[src/rtl/plu_pkg.sv]
// Shared types, constants and helpers for the particle leapfrog update pipeline.
package plu_pkg;

    localparam int DATA_W = 32;
    localparam int FRAC_W = 16;
    localparam int WIDE_W = 64;
    localparam int CFG_W = 31;
    localparam int IDX_W = 3;

    localparam int SQRT_STEPS = DATA_W;
    localparam int DIV_STEPS = DATA_W;
    localparam int PIPE_DEPTH = 3 + SQRT_STEPS + DIV_STEPS + 5 + DIV_STEPS + 1;

    typedef logic [DATA_W-1:0] word_t;
    typedef word_t [2:0] vec_t;
    typedef logic [WIDE_W-1:0] dword_t;
    typedef dword_t [2:0] dvec_t;

    typedef enum logic [IDX_W-1:0] {
        REG_TIME_STEP   = 3'd0,
        REG_GRAVITY_Z   = 3'd1,
        REG_FORCE_LIMIT = 3'd2,
        REG_FLOCK_GAIN  = 3'd3,
        REG_WORLD_SCALE = 3'd4
    } cfg_reg_t;

    localparam logic signed [WIDE_W-1:0] WORD_MAX = (64'sd1 <<< (DATA_W - 1)) - 64'sd1;
    localparam logic signed [WIDE_W-1:0] WORD_MIN = -(64'sd1 <<< (DATA_W - 1));

    typedef struct packed {
        vec_t   p;
        vec_t   v;
        vec_t   f;
        dvec_t  gc;
    } stg_a_t;

    typedef struct packed {
        vec_t   p;
        vec_t   v;
        vec_t   f;
        dvec_t  gc;
        dvec_t  sq;
        dvec_t  ml;
        dword_t lsq;
    } stg_b_t;

    typedef struct packed {
        vec_t   p;
        vec_t   v;
        vec_t   f;
        dvec_t  gc;
        dvec_t  ml;
        logic   limit;
    } stg_c_t;

    typedef struct packed {
        vec_t   p;
        vec_t   v;
        vec_t   f;
        dvec_t  gc;
        logic   limit;
    } stg_d_t;

    typedef struct packed {
        vec_t   p;
        vec_t   v;
        dvec_t  gc;
        dvec_t  dtf;
    } stg_e_t;

    typedef struct packed {
        vec_t   p;
        vec_t   v;
        vec_t   vn;
    } stg_f_t;

    typedef struct packed {
        vec_t   p;
        vec_t   vn;
        vec_t   mid;
        dvec_t  dtv;
    } stg_g_t;

    typedef struct packed {
        vec_t   vn;
        vec_t   mid;
        dvec_t  q;
    } stg_h_t;

    typedef struct packed {
        vec_t       vn;
        vec_t       mid;
        logic [2:0] neg;
        logic [2:0] ovf;
    } stg_i_t;

    typedef struct packed {
        vec_t   npos;
        vec_t   vn;
        vec_t   mid;
    } out_t;

    function automatic word_t sat_word(input logic signed [WIDE_W-1:0] x);
        word_t r;
        if (x > WORD_MAX)
        begin
            r = WORD_MAX[DATA_W-1:0];
        end
        else if (x < WORD_MIN)
        begin
            r = WORD_MIN[DATA_W-1:0];
        end
        else
        begin
            r = x[DATA_W-1:0];
        end
        return r;
    endfunction

endpackage

[src/rtl/plu_div.sv]
// Pipelined restoring divider, one quotient bit per stage, high dividend half below divisor.
module plu_div (
    input  logic             clk,
    input  logic             en,
    input  plu_pkg::word_t   num_hi,
    input  plu_pkg::word_t   num_lo,
    input  plu_pkg::word_t   den,
    output plu_pkg::word_t   quo
);
    import plu_pkg::*;

    word_t rem_reg [DIV_STEPS];
    word_t lo_reg [DIV_STEPS];
    word_t quo_reg [DIV_STEPS];
    word_t den_reg [DIV_STEPS];

    for (genvar k = 0; k < DIV_STEPS; k++)
    begin : g_step
        word_t           rem_in;
        word_t           lo_in;
        word_t           quo_in;
        word_t           den_in;
        logic [DATA_W:0] cur;
        logic            ge;

        if (k == 0)
        begin : g_first
            assign rem_in = num_hi;
            assign lo_in = num_lo;
            assign quo_in = '0;
            assign den_in = den;
        end
        else
        begin : g_next
            assign rem_in = rem_reg[k-1];
            assign lo_in = lo_reg[k-1];
            assign quo_in = quo_reg[k-1];
            assign den_in = den_reg[k-1];
        end

        assign cur = {rem_in, lo_in[DATA_W-1]};
        assign ge = cur >= {1'b0, den_in};

        always_ff @(posedge clk)
        begin
            if (en)
            begin
                if (ge)
                begin
                    rem_reg[k] <= DATA_W'(cur - {1'b0, den_in});
                end
                else
                begin
                    rem_reg[k] <= cur[DATA_W-1:0];
                end
                lo_reg[k] <= {lo_in[DATA_W-2:0], 1'b0};
                quo_reg[k] <= {quo_in[DATA_W-2:0], ge};
                den_reg[k] <= den_in;
            end
        end
    end

    assign quo = quo_reg[DIV_STEPS-1];

endmodule

[config.mk]
export PLATFORM = sky130hd
export DESIGN_NAME = plu_div
export DESIGN_NICKNAME = d
export VERILOG_FILES = /design/src/rtl/plu_pkg.sv /design/src/rtl/plu_div.sv
export SDC_FILE = /design/constraint.sdc
export NUM_CORES = 2
export LEC_CHECK = 0
export BUFFER_PORTS_ARGS = -buffer_cell sky130_fd_sc_hd__buf_2
export CORE_MARGIN = 8
export CORE_UTILIZATION = 35
export CTS_CLUSTER_SIZE = 20
export DETAILED_ROUTE_END_ITERATION = 10
export PLACE_DENSITY = 0.48
export SKIP_CTS_REPAIR_TIMING = 1
export SYNTH_ARGS = -nofsm -noshare
export SYNTH_HDL_FRONTEND = slang
export SYNTH_SLANG_ARGS = --single-unit
[constraint.sdc]
create_clock -name clk -period 8.75 [get_ports clk]
set_input_delay 1.3125 -clock clk [delete_from_list [all_inputs] [get_ports clk]]
set_output_delay 1.3125 -clock clk [all_outputs]
set_load 0.05 [all_outputs]
==> impl_metrics.ini <==
[sta]
finalSetupViolations = 0
hold_viol = 0
whs_ps = 378.3
max_freq_mhz = 207.4
max_slew_margin = 0.1867
period_minus_slack_ps = 4823
slew_violations = 0
finalSetupTns_ps = 0
finClkSkew_ps = 61.59
worst_pin_slew_ps = 1220
min_period_over_period = 0.5512
rsz0062_at_grt = no

[setup_path]
worstReg2RegStart = rem_reg[0][145]
path_max_fanout = 50
end_kind = flop
r2r_end = rem_reg[0][163]
critPathArrivalTime_ps = 5510
start_kind = flop
crit_required_ps = 9440
path_class = reg -> reg
reg2reg_slack_ps = 3930
r2r_cells = 11

[clock_tree]
cts_root_buf = clkbuf_16
clock_latency_ps = 960
clkSinkCount = 3008
cts_tree = built
path_clk_slew_ps = 60
clockBufferDepth = 4
cts_buffers = 355
h-tree-depth = 5

[grt]
grt_pass1_wl_um = 602000
grt_usage = 0.1644
grt_overflow = 0
grt_start_max_net_pins = 152
antenna_found_initial = 22
first_global_vias = 95220

[floorplan]
num_rows = 245
die_area_sq_um = 469500
die_h_um = 685.2
die_w_um = 685.2
initial_core_util = 0.3516
core-area_sq_um = 445700
io_pins = 130

[detailed_routing]
wl_per_cell_um = 20.64
detail_route.first_pass.iterations = 5
drc_errors = 0
ant_nets = 0
wirelength_um = 401300
vias = 98930
viasPerCell = 5.090
drtIter0Drc = 7619

[synth]
ys.flop_type = edfxtp_1
ys_ff_latch = 3008
syn_inst = 13020
synth_cell_types = 102
synth_area_sq_um = 156700
synth-edff-count = 3008
synthArstFlopShare = 0
yosys_warnings = 0
seq_area_frac_synth = 0.5763
synth_nets = 14180
avgSynthCellArea_sq_um = 12.04

[place]
gp_congestion = 0.8604
place_inst = 18780
io_buffers = 129
hpwl_um = 299900

[layout]
area_growth_pct = 11.91
post_layout_nonfiller_instances = 19440
n_fill_cell = 42870
fin_nets = 14360
drive_gt1_frac = 0.09397
final_util = 0.3935

[min_path]
worstHoldPathType = reg -> reg
worstHoldPathCells = 0
whs_endpoint = quo_reg[0][484]
hold_start = quo_reg[0][451]

[outcome]
status = finished clean

[power_and_ir_drop]
ir_drop_v = 0.0001657
powerDensity_nw_per_um2 = 369.6
leakagePower_nw = 69.29

[flow_run]
maxCapViolCount = 0
## how the worst max path moves through the flow
stage / startpoint / endpoint / cells after the start
floorplan: num_lo[31] / rem_reg[0][24] / 14
global placement: den[1] / rem_reg[0][1] / 13
detailed placement: den[1] / rem_reg[0][1] / 13
CTS: rem_reg[0][145] / rem_reg[0][161] / 11
global route: lo_reg[0][247] / rem_reg[0][261] / 13
finish: rem_reg[0][145] / rem_reg[0][163] / 11
## cells in the mapped netlist, types with 288 or more instances
library cell,n,share of area
mux2_2,376,0.027
clkbuf_1,288,0.0069
nand2_1,812,0.019
ha_1,1024,0.082
o21ai_0,736,0.024
a21oi_1,1074,0.034
a21o_1,582,0.028
xnor2_1,495,0.028
nor2_1,685,0.016
inv_1,1257,0.030
xor2_1,351,0.020
edfxtp_1,3008,0.58
## cell usage in the layout, fill, tap and decap left out, types with 121 or more instances in the layout
master / n
a21o_1: 582
a21oi_1: 1074
buf_2: 128
clkbuf_16: 357
edfxtp_1: 3008
ha_1: 1024
inv_1: 1257
mux2_2: 376
nand2_1: 812
nand3_1: 210
nand4_1: 185
nor2_1: 680
nor3_1: 159
o21a_1: 137
o21ai_0: 736
o21bai_1: 121
xnor2_1: 495
xor2_1: 351
## stage by stage
step	area [sq um]	setup slack (ps)	power (mW)
finish	175400	3927	64.82
global route	175400	3674	69.27
CTS	175400	4044	65.44
detailed placement	164000	3345	50.26
global placement	164000	3258	50.36
floorplan	156700	4580	42.73
## per-layer routing
| layer | global-route usage | part of all wire |
|---|---|---|
| met1 | 0.2368 | 0.48 |
| met2 | 0.2606 | 0.45 |
| met3 | 0.02555 | 0.048 |
| met4 | 0.03779 | 0.024 |
| met5 | 0 | 0.000085 |
## final cells by class
class,instances,area (sq um),area share
clock buffer,413,9144,0.05213
timing repair buffer,206,1351,0.007704
antenna,5,12.51,0.00007133
clock inverter,237,2263,0.01290
sequential,3008,90330,0.5150
tap,5928,7417,0.04229
inverter,1258,4725,0.02694
multi-input combinational,8382,60160,0.3430
## kinds of logic after synthesis
| kind of cell | after synthesis | share of synthesized area |
|---|---|---|
| AOI/OAI and AO/OA | 3392 | 0.1372 |
| adders and majority gates | 1055 | 0.08570 |
| xor gates and xnor gates | 846 | 0.04727 |
| and+or+nand+nor | 2641 | 0.07984 |
| buffers and inverters | 1633 | 0.04055 |
| muxes | 448 | 0.03308 |
| DFF | 3008 | 0.5763 |
## worst max-delay path, stage by stage, from the launching register on
cell and delay, ps:
edfxtp_1 390, ha_1 400, a21o_1 210, a21o_1 170, a21oi_1 220, or3b_1 390
a311oi_1 790, o21ai_0 440, a41oi_1 360, o211a_1 290, buf_4 460, mux2_2 390
## where the power goes
part	total [mW]	switching, mW	internal (mW)
Clock	14.7	6.13	8.53
Sequential	23.0	2.32	20.7
Combinational	27.1	15.4	11.7
Total	64.8	23.8	41.0
Power figures use the tool's default switching activity.
