[config.mk]
export PLATFORM = sky130hd
export DESIGN_NAME = plu_isqrt
export DESIGN_NICKNAME = d
export VERILOG_FILES = /design/src/rtl/plu_pkg.sv /design/src/rtl/plu_isqrt.sv
export SDC_FILE = /design/constraint.sdc
export NUM_CORES = 2
export LEC_CHECK = 0
export BUFFER_PORTS_ARGS = -buffer_cell sky130_fd_sc_hd__buf_2
export CAP_MARGIN = 20
export CORE_MARGIN = 2
export CORE_UTILIZATION = 55
export CTS_CLUSTER_DIAMETER = 200
export DETAILED_ROUTE_END_ITERATION = 10
export HOLD_SLACK_MARGIN = 0.08
export PLACE_DENSITY_LB_ADDON = 0.12
export SYNTH_ARGS = -nofsm -noshare
export SYNTH_HDL_FRONTEND = slang
export SYNTH_MEMORY_MAX_BITS = 65536
export SYNTH_SLANG_ARGS = --single-unit
[constraint.sdc]
create_clock -name clk -period 6.6 [get_ports clk]
set_clock_uncertainty 0.15 [all_clocks]
set_input_delay 1.32 -clock clk [delete_from_list [all_inputs] [get_ports clk]]
set_output_delay 1.32 -clock clk [all_outputs]
set_load 0.1 [all_outputs]
[src/rtl/plu_pkg.sv]
// Shared types, constants and helpers for the particle leapfrog update pipeline.
package plu_pkg;

    localparam int DATA_W = 32;
    localparam int FRAC_W = 16;
    localparam int WIDE_W = 64;
    localparam int CFG_W = 31;
    localparam int IDX_W = 3;

    localparam int SQRT_STEPS = DATA_W;
    localparam int DIV_STEPS = DATA_W;
    localparam int PIPE_DEPTH = 3 + SQRT_STEPS + DIV_STEPS + 5 + DIV_STEPS + 1;

    typedef logic [DATA_W-1:0] word_t;
    typedef word_t [2:0] vec_t;
    typedef logic [WIDE_W-1:0] dword_t;
    typedef dword_t [2:0] dvec_t;

    typedef enum logic [IDX_W-1:0] {
        REG_TIME_STEP   = 3'd0,
        REG_GRAVITY_Z   = 3'd1,
        REG_FORCE_LIMIT = 3'd2,
        REG_FLOCK_GAIN  = 3'd3,
        REG_WORLD_SCALE = 3'd4
    } cfg_reg_t;

    localparam logic signed [WIDE_W-1:0] WORD_MAX = (64'sd1 <<< (DATA_W - 1)) - 64'sd1;
    localparam logic signed [WIDE_W-1:0] WORD_MIN = -(64'sd1 <<< (DATA_W - 1));

    typedef struct packed {
        vec_t   p;
        vec_t   v;
        vec_t   f;
        dvec_t  gc;
    } stg_a_t;

    typedef struct packed {
        vec_t   p;
        vec_t   v;
        vec_t   f;
        dvec_t  gc;
        dvec_t  sq;
        dvec_t  ml;
        dword_t lsq;
    } stg_b_t;

    typedef struct packed {
        vec_t   p;
        vec_t   v;
        vec_t   f;
        dvec_t  gc;
        dvec_t  ml;
        logic   limit;
    } stg_c_t;

    typedef struct packed {
        vec_t   p;
        vec_t   v;
        vec_t   f;
        dvec_t  gc;
        logic   limit;
    } stg_d_t;

    typedef struct packed {
        vec_t   p;
        vec_t   v;
        dvec_t  gc;
        dvec_t  dtf;
    } stg_e_t;

    typedef struct packed {
        vec_t   p;
        vec_t   v;
        vec_t   vn;
    } stg_f_t;

    typedef struct packed {
        vec_t   p;
        vec_t   vn;
        vec_t   mid;
        dvec_t  dtv;
    } stg_g_t;

    typedef struct packed {
        vec_t   vn;
        vec_t   mid;
        dvec_t  q;
    } stg_h_t;

    typedef struct packed {
        vec_t       vn;
        vec_t       mid;
        logic [2:0] neg;
        logic [2:0] ovf;
    } stg_i_t;

    typedef struct packed {
        vec_t   npos;
        vec_t   vn;
        vec_t   mid;
    } out_t;

    function automatic word_t sat_word(input logic signed [WIDE_W-1:0] x);
        word_t r;
        if (x > WORD_MAX)
        begin
            r = WORD_MAX[DATA_W-1:0];
        end
        else if (x < WORD_MIN)
        begin
            r = WORD_MIN[DATA_W-1:0];
        end
        else
        begin
            r = x[DATA_W-1:0];
        end
        return r;
    endfunction

endpackage

[src/rtl/plu_isqrt.sv]
// Pipelined integer square root, one root bit resolved per stage.
module plu_isqrt (
    input  logic                  clk,
    input  logic                  en,
    input  plu_pkg::dword_t       rad,
    output plu_pkg::word_t        root
);
    import plu_pkg::*;

    localparam int REM_W = DATA_W + 2;
    localparam int CUR_W = DATA_W + 4;

    logic [REM_W-1:0]  rem_reg [SQRT_STEPS];
    word_t             root_reg [SQRT_STEPS];
    dword_t            rad_reg [SQRT_STEPS];

    for (genvar k = 0; k < SQRT_STEPS; k++)
    begin : g_step
        logic [REM_W-1:0] rem_in;
        word_t            root_in;
        dword_t           rad_in;
        logic [CUR_W-1:0] cur;
        logic [CUR_W-1:0] trial;

        if (k == 0)
        begin : g_first
            assign rem_in = '0;
            assign root_in = '0;
            assign rad_in = rad;
        end
        else
        begin : g_next
            assign rem_in = rem_reg[k-1];
            assign root_in = root_reg[k-1];
            assign rad_in = rad_reg[k-1];
        end

        assign cur = {rem_in, rad_in[WIDE_W-1 -: 2]};
        assign trial = {2'b00, root_in, 2'b01};

        always_ff @(posedge clk)
        begin
            if (en)
            begin
                if (cur >= trial)
                begin
                    rem_reg[k] <= REM_W'(cur - trial);
                    root_reg[k] <= {root_in[DATA_W-2:0], 1'b1};
                end
                else
                begin
                    rem_reg[k] <= cur[REM_W-1:0];
                    root_reg[k] <= {root_in[DATA_W-2:0], 1'b0};
                end
                rad_reg[k] <= {rad_in[WIDE_W-3:0], 2'b00};
            end
        end
    end

    assign root = root_reg[SQRT_STEPS-1];

endmodule

==> flow_metrics.env <==
export IMPL_outcome="finished clean"
export IMPL_drive_above_1_share_pct=7.54
export IMPL_p_leak_uw=0.0494
export IMPL_avgViaCountPerCell=5.63
export IMPL_power_internal_uw=33100
export IMPL_cts_tree="yes"
export IMPL_timing_rr_start="root_reg[1][291]"
export IMPL_grt_pass1_wl_um=378000
export IMPL_first_iter_violations=5132
export IMPL_yosys_top_cells_area="edfxtp_1 (65%), ha_1 (6.0%), xor2_1 (3.3%)"
export IMPL_grt_use_total_pct=22.2
export IMPL_power_share_clock_pct=32.2
export IMPL_gp_congestion=0.905
export IMPL_clkTransAtPathRegs_ps=60
export IMPL_core_area_um2=212000
export IMPL_grt_pass1_vias=68400
export IMPL_postCtsSetupRepairBufs=0
export IMPL_vias=69500
export IMPL_die_w_um=466
export IMPL_synth_distinct_cells=90
export IMPL_clock_latency_ps=910
export IMPL_cts_root_buf="clkbuf_16"
export IMPL_cts_hold_buf=0
export IMPL_antenna_found_initial=7
export IMPL_worstPathMaxFanout=34
export IMPL_dieArea_um2=217000
export IMPL_cts_buffers_inserted=284
export IMPL_rsz0062_at_grt="no"
export IMPL_firstDrtPassIters=6
export IMPL_holdPathEnd="rad_reg[0][291]"
export IMPL_clock_sinks=2523
export IMPL_hold_depth=0
export IMPL_port_buffers=97
export IMPL_h_tree_depth=5
export IMPL_dp_hpwl_um=176000
export IMPL_grt_max_degree=175
export IMPL_p_sw_share_pct=28.3
export IMPL_cellPowerDensity_nw_per_um2=356
export IMPL_ant_nets=0
export IMPL_slew_headroom_pct=27.0
export IMPL_finalCritPeriodShare_pct=69.3
export IMPL_syn_nets=9676
export IMPL_cts_resized=0
export IMPL_hold_class="register to register"
export IMPL_overflow=0
export IMPL_r2r_slack_ps=2030
export IMPL_pwr_share_comb_pct=20.4
export IMPL_startpoint_type="register"
export IMPL_ys_warn_count=0
export IMPL_end_kind="register"
export IMPL_multiInputGateArea_um2=38200
export IMPL_p_seq_share_pct=47.4
export IMPL_final_fill_count=16400
export IMPL_cts_path_max_buffers=4
export IMPL_cap_violations=0
export IMPL_netlist_area_um2=117000
export IMPL_r2r_cells=12
export IMPL_finalHoldViolations=0
export IMPL_syn_to_final_growth_pct=10.9
export IMPL_slew_viol_final=0
export IMPL_synthFlopType="edfxtp_1"
export IMPL_instances_no_fill=12300
export IMPL_seq_area_um2=75800
export IMPL_dp_cells=11900
export IMPL_r2r_end="rem_reg[1][373]"
export IMPL_timing_final_crit_period_ps=4570
export IMPL_fin_nets=9946
export IMPL_worstHoldStart="rad_reg[0][227]"
export IMPL_required_ps=7090
export IMPL_path_class="register to register"
export IMPL_wirelength_um=242000
export IMPL_die_height_um=466
export IMPL_setup_viol=0
export IMPL_rows=169
export IMPL_synth_top_area_cell="edfxtp_1"
export IMPL_clock_fmax_mhz=219
export IMPL_synth_seq_cells=2523
export IMPL_drc_errors=0
export IMPL_cp_arrival_ps=5060
export IMPL_switchingPower_uw=13100
export IMPL_finalSetupTns_ps=0
export IMPL_ys_seq_area_share_pct=64.7
export IMPL_largest_reg_flops=1003
export IMPL_final_common_cell="edfxtp_1"
export IMPL_peakVddDrop_v=0.000299
export IMPL_drt_wirelength_per_cell_um=19.6
export IMPL_synthArstFlopShare_pct=0
export IMPL_avgSynthCellArea_um2=13.0
export IMPL_worst_slew_pin_slew_ps=1100
export IMPL_synth_edf_count=2522
export IMPL_io_pins=98
export IMPL_synth_top_area_share_pct=64.6
export IMPL_mostFrequentLayoutCells="edfxtp_1 (2522), nand2_1 (707), inv_1 (698)"
export IMPL_start_util_pct=55.3
export IMPL_syn_inst=9047
[metal layers]
layer / routed length [um] / global-route usage [%] / vias to the layer above
met5: 0 / 0 / -
met4: 11800 / 10.1 / 0
met3: 8700 / 2.79 / 553
met2: 121000 / 38.5 / 1452
met1: 101000 / 27.8 / 33500
li1: - / - / 34000
[synth_stat cells, drive strengths merged (132+ instances only)]
library cell,instances
nand2,707
nor2,487
edfxtp,2522
xor2,442
nor3,236
ha,563
clkbuf,160
o21ai,569
nand2b,132
xnor2,398
a21o,236
a21oi,458
inv,699
nand3,133
[cell families after synthesis]
kind of cell / after synthesis / synth area share, %
DFF: 2523 / 64.7
muxes: 71 / 0.666
and+or+nand+nor: 2428 / 10.4
adders and majority gates: 563 / 6.01
buffers and inverters: 875 / 2.82
AOI/OAI and AO/OA: 1747 / 9.18
xor gates and xnor gates: 840 / 6.28
[power groups by stage]
stage / registers, uW / clock network [uW] / logic (uW)
floorplan: 21500 / 0 / 7110
global placement: 22200 / 0 / 9160
detailed placement: 22200 / 0 / 9330
CTS: 21900 / 15300 / 9400
global route: 22100 / 15900 / 10600
finish: 21900 / 14900 / 9430
[worst max path at each step]
stage / end / slack (ps) / startpoint
floorplan: rem_reg[1][340] / 1980 / en
global placement: rem_reg[0][475] / 1740 / en
detailed placement: rem_reg[0][295] / 1630 / en
CTS: rem_reg[1][373] / 2050 / root_reg[1][291]
global route: rem_reg[0][473] / 1690 / root_reg[0][384]
finish: rem_reg[1][373] / 2030 / root_reg[1][291]
[metrics by stage]
stage | power, uW | instance area [um2] | util [%] | setup WS [ps] | hold WS [ps]
after global placement | 31400 | 121000 | 57.2 | 1740 | 250
after detailed placement | 31600 | 121000 | 57.2 | 1630 | 255
after floorplan | 28600 | 117000 | - | 1980 | 250
after global routing | 48500 | 130000 | 61.3 | 1690 | 259
after CTS | 46600 | 130000 | 61.3 | 2050 | 249
final | 46200 | 130000 | 61.3 | 2030 | 252
[critical path, cell delays in order, from the launching register on]
cell      delay (ps)
edfxtp_1         400
inv_1             70
ha_1             350
nand3_1          310
a21oi_1          380
o31ai_1          180
a21oi_1          330
nor4_1           130
o31a_1           370
o211a_1          630
or3_1            500
or3_1            370
xnor2_1          130
[final cells by class]
type | count | area share, %
inverter | 699 | 2.02
clock buffer | 322 | 5.68
tap | 2821 | 2.72
multi-input combinational | 5649 | 29.4
timing repair buffer | 160 | 0.823
sequential | 2523 | 58.3
clock inverter | 160 | 1.04
antenna | 4 | 0.00770
Power figures use the tool's default switching activity.
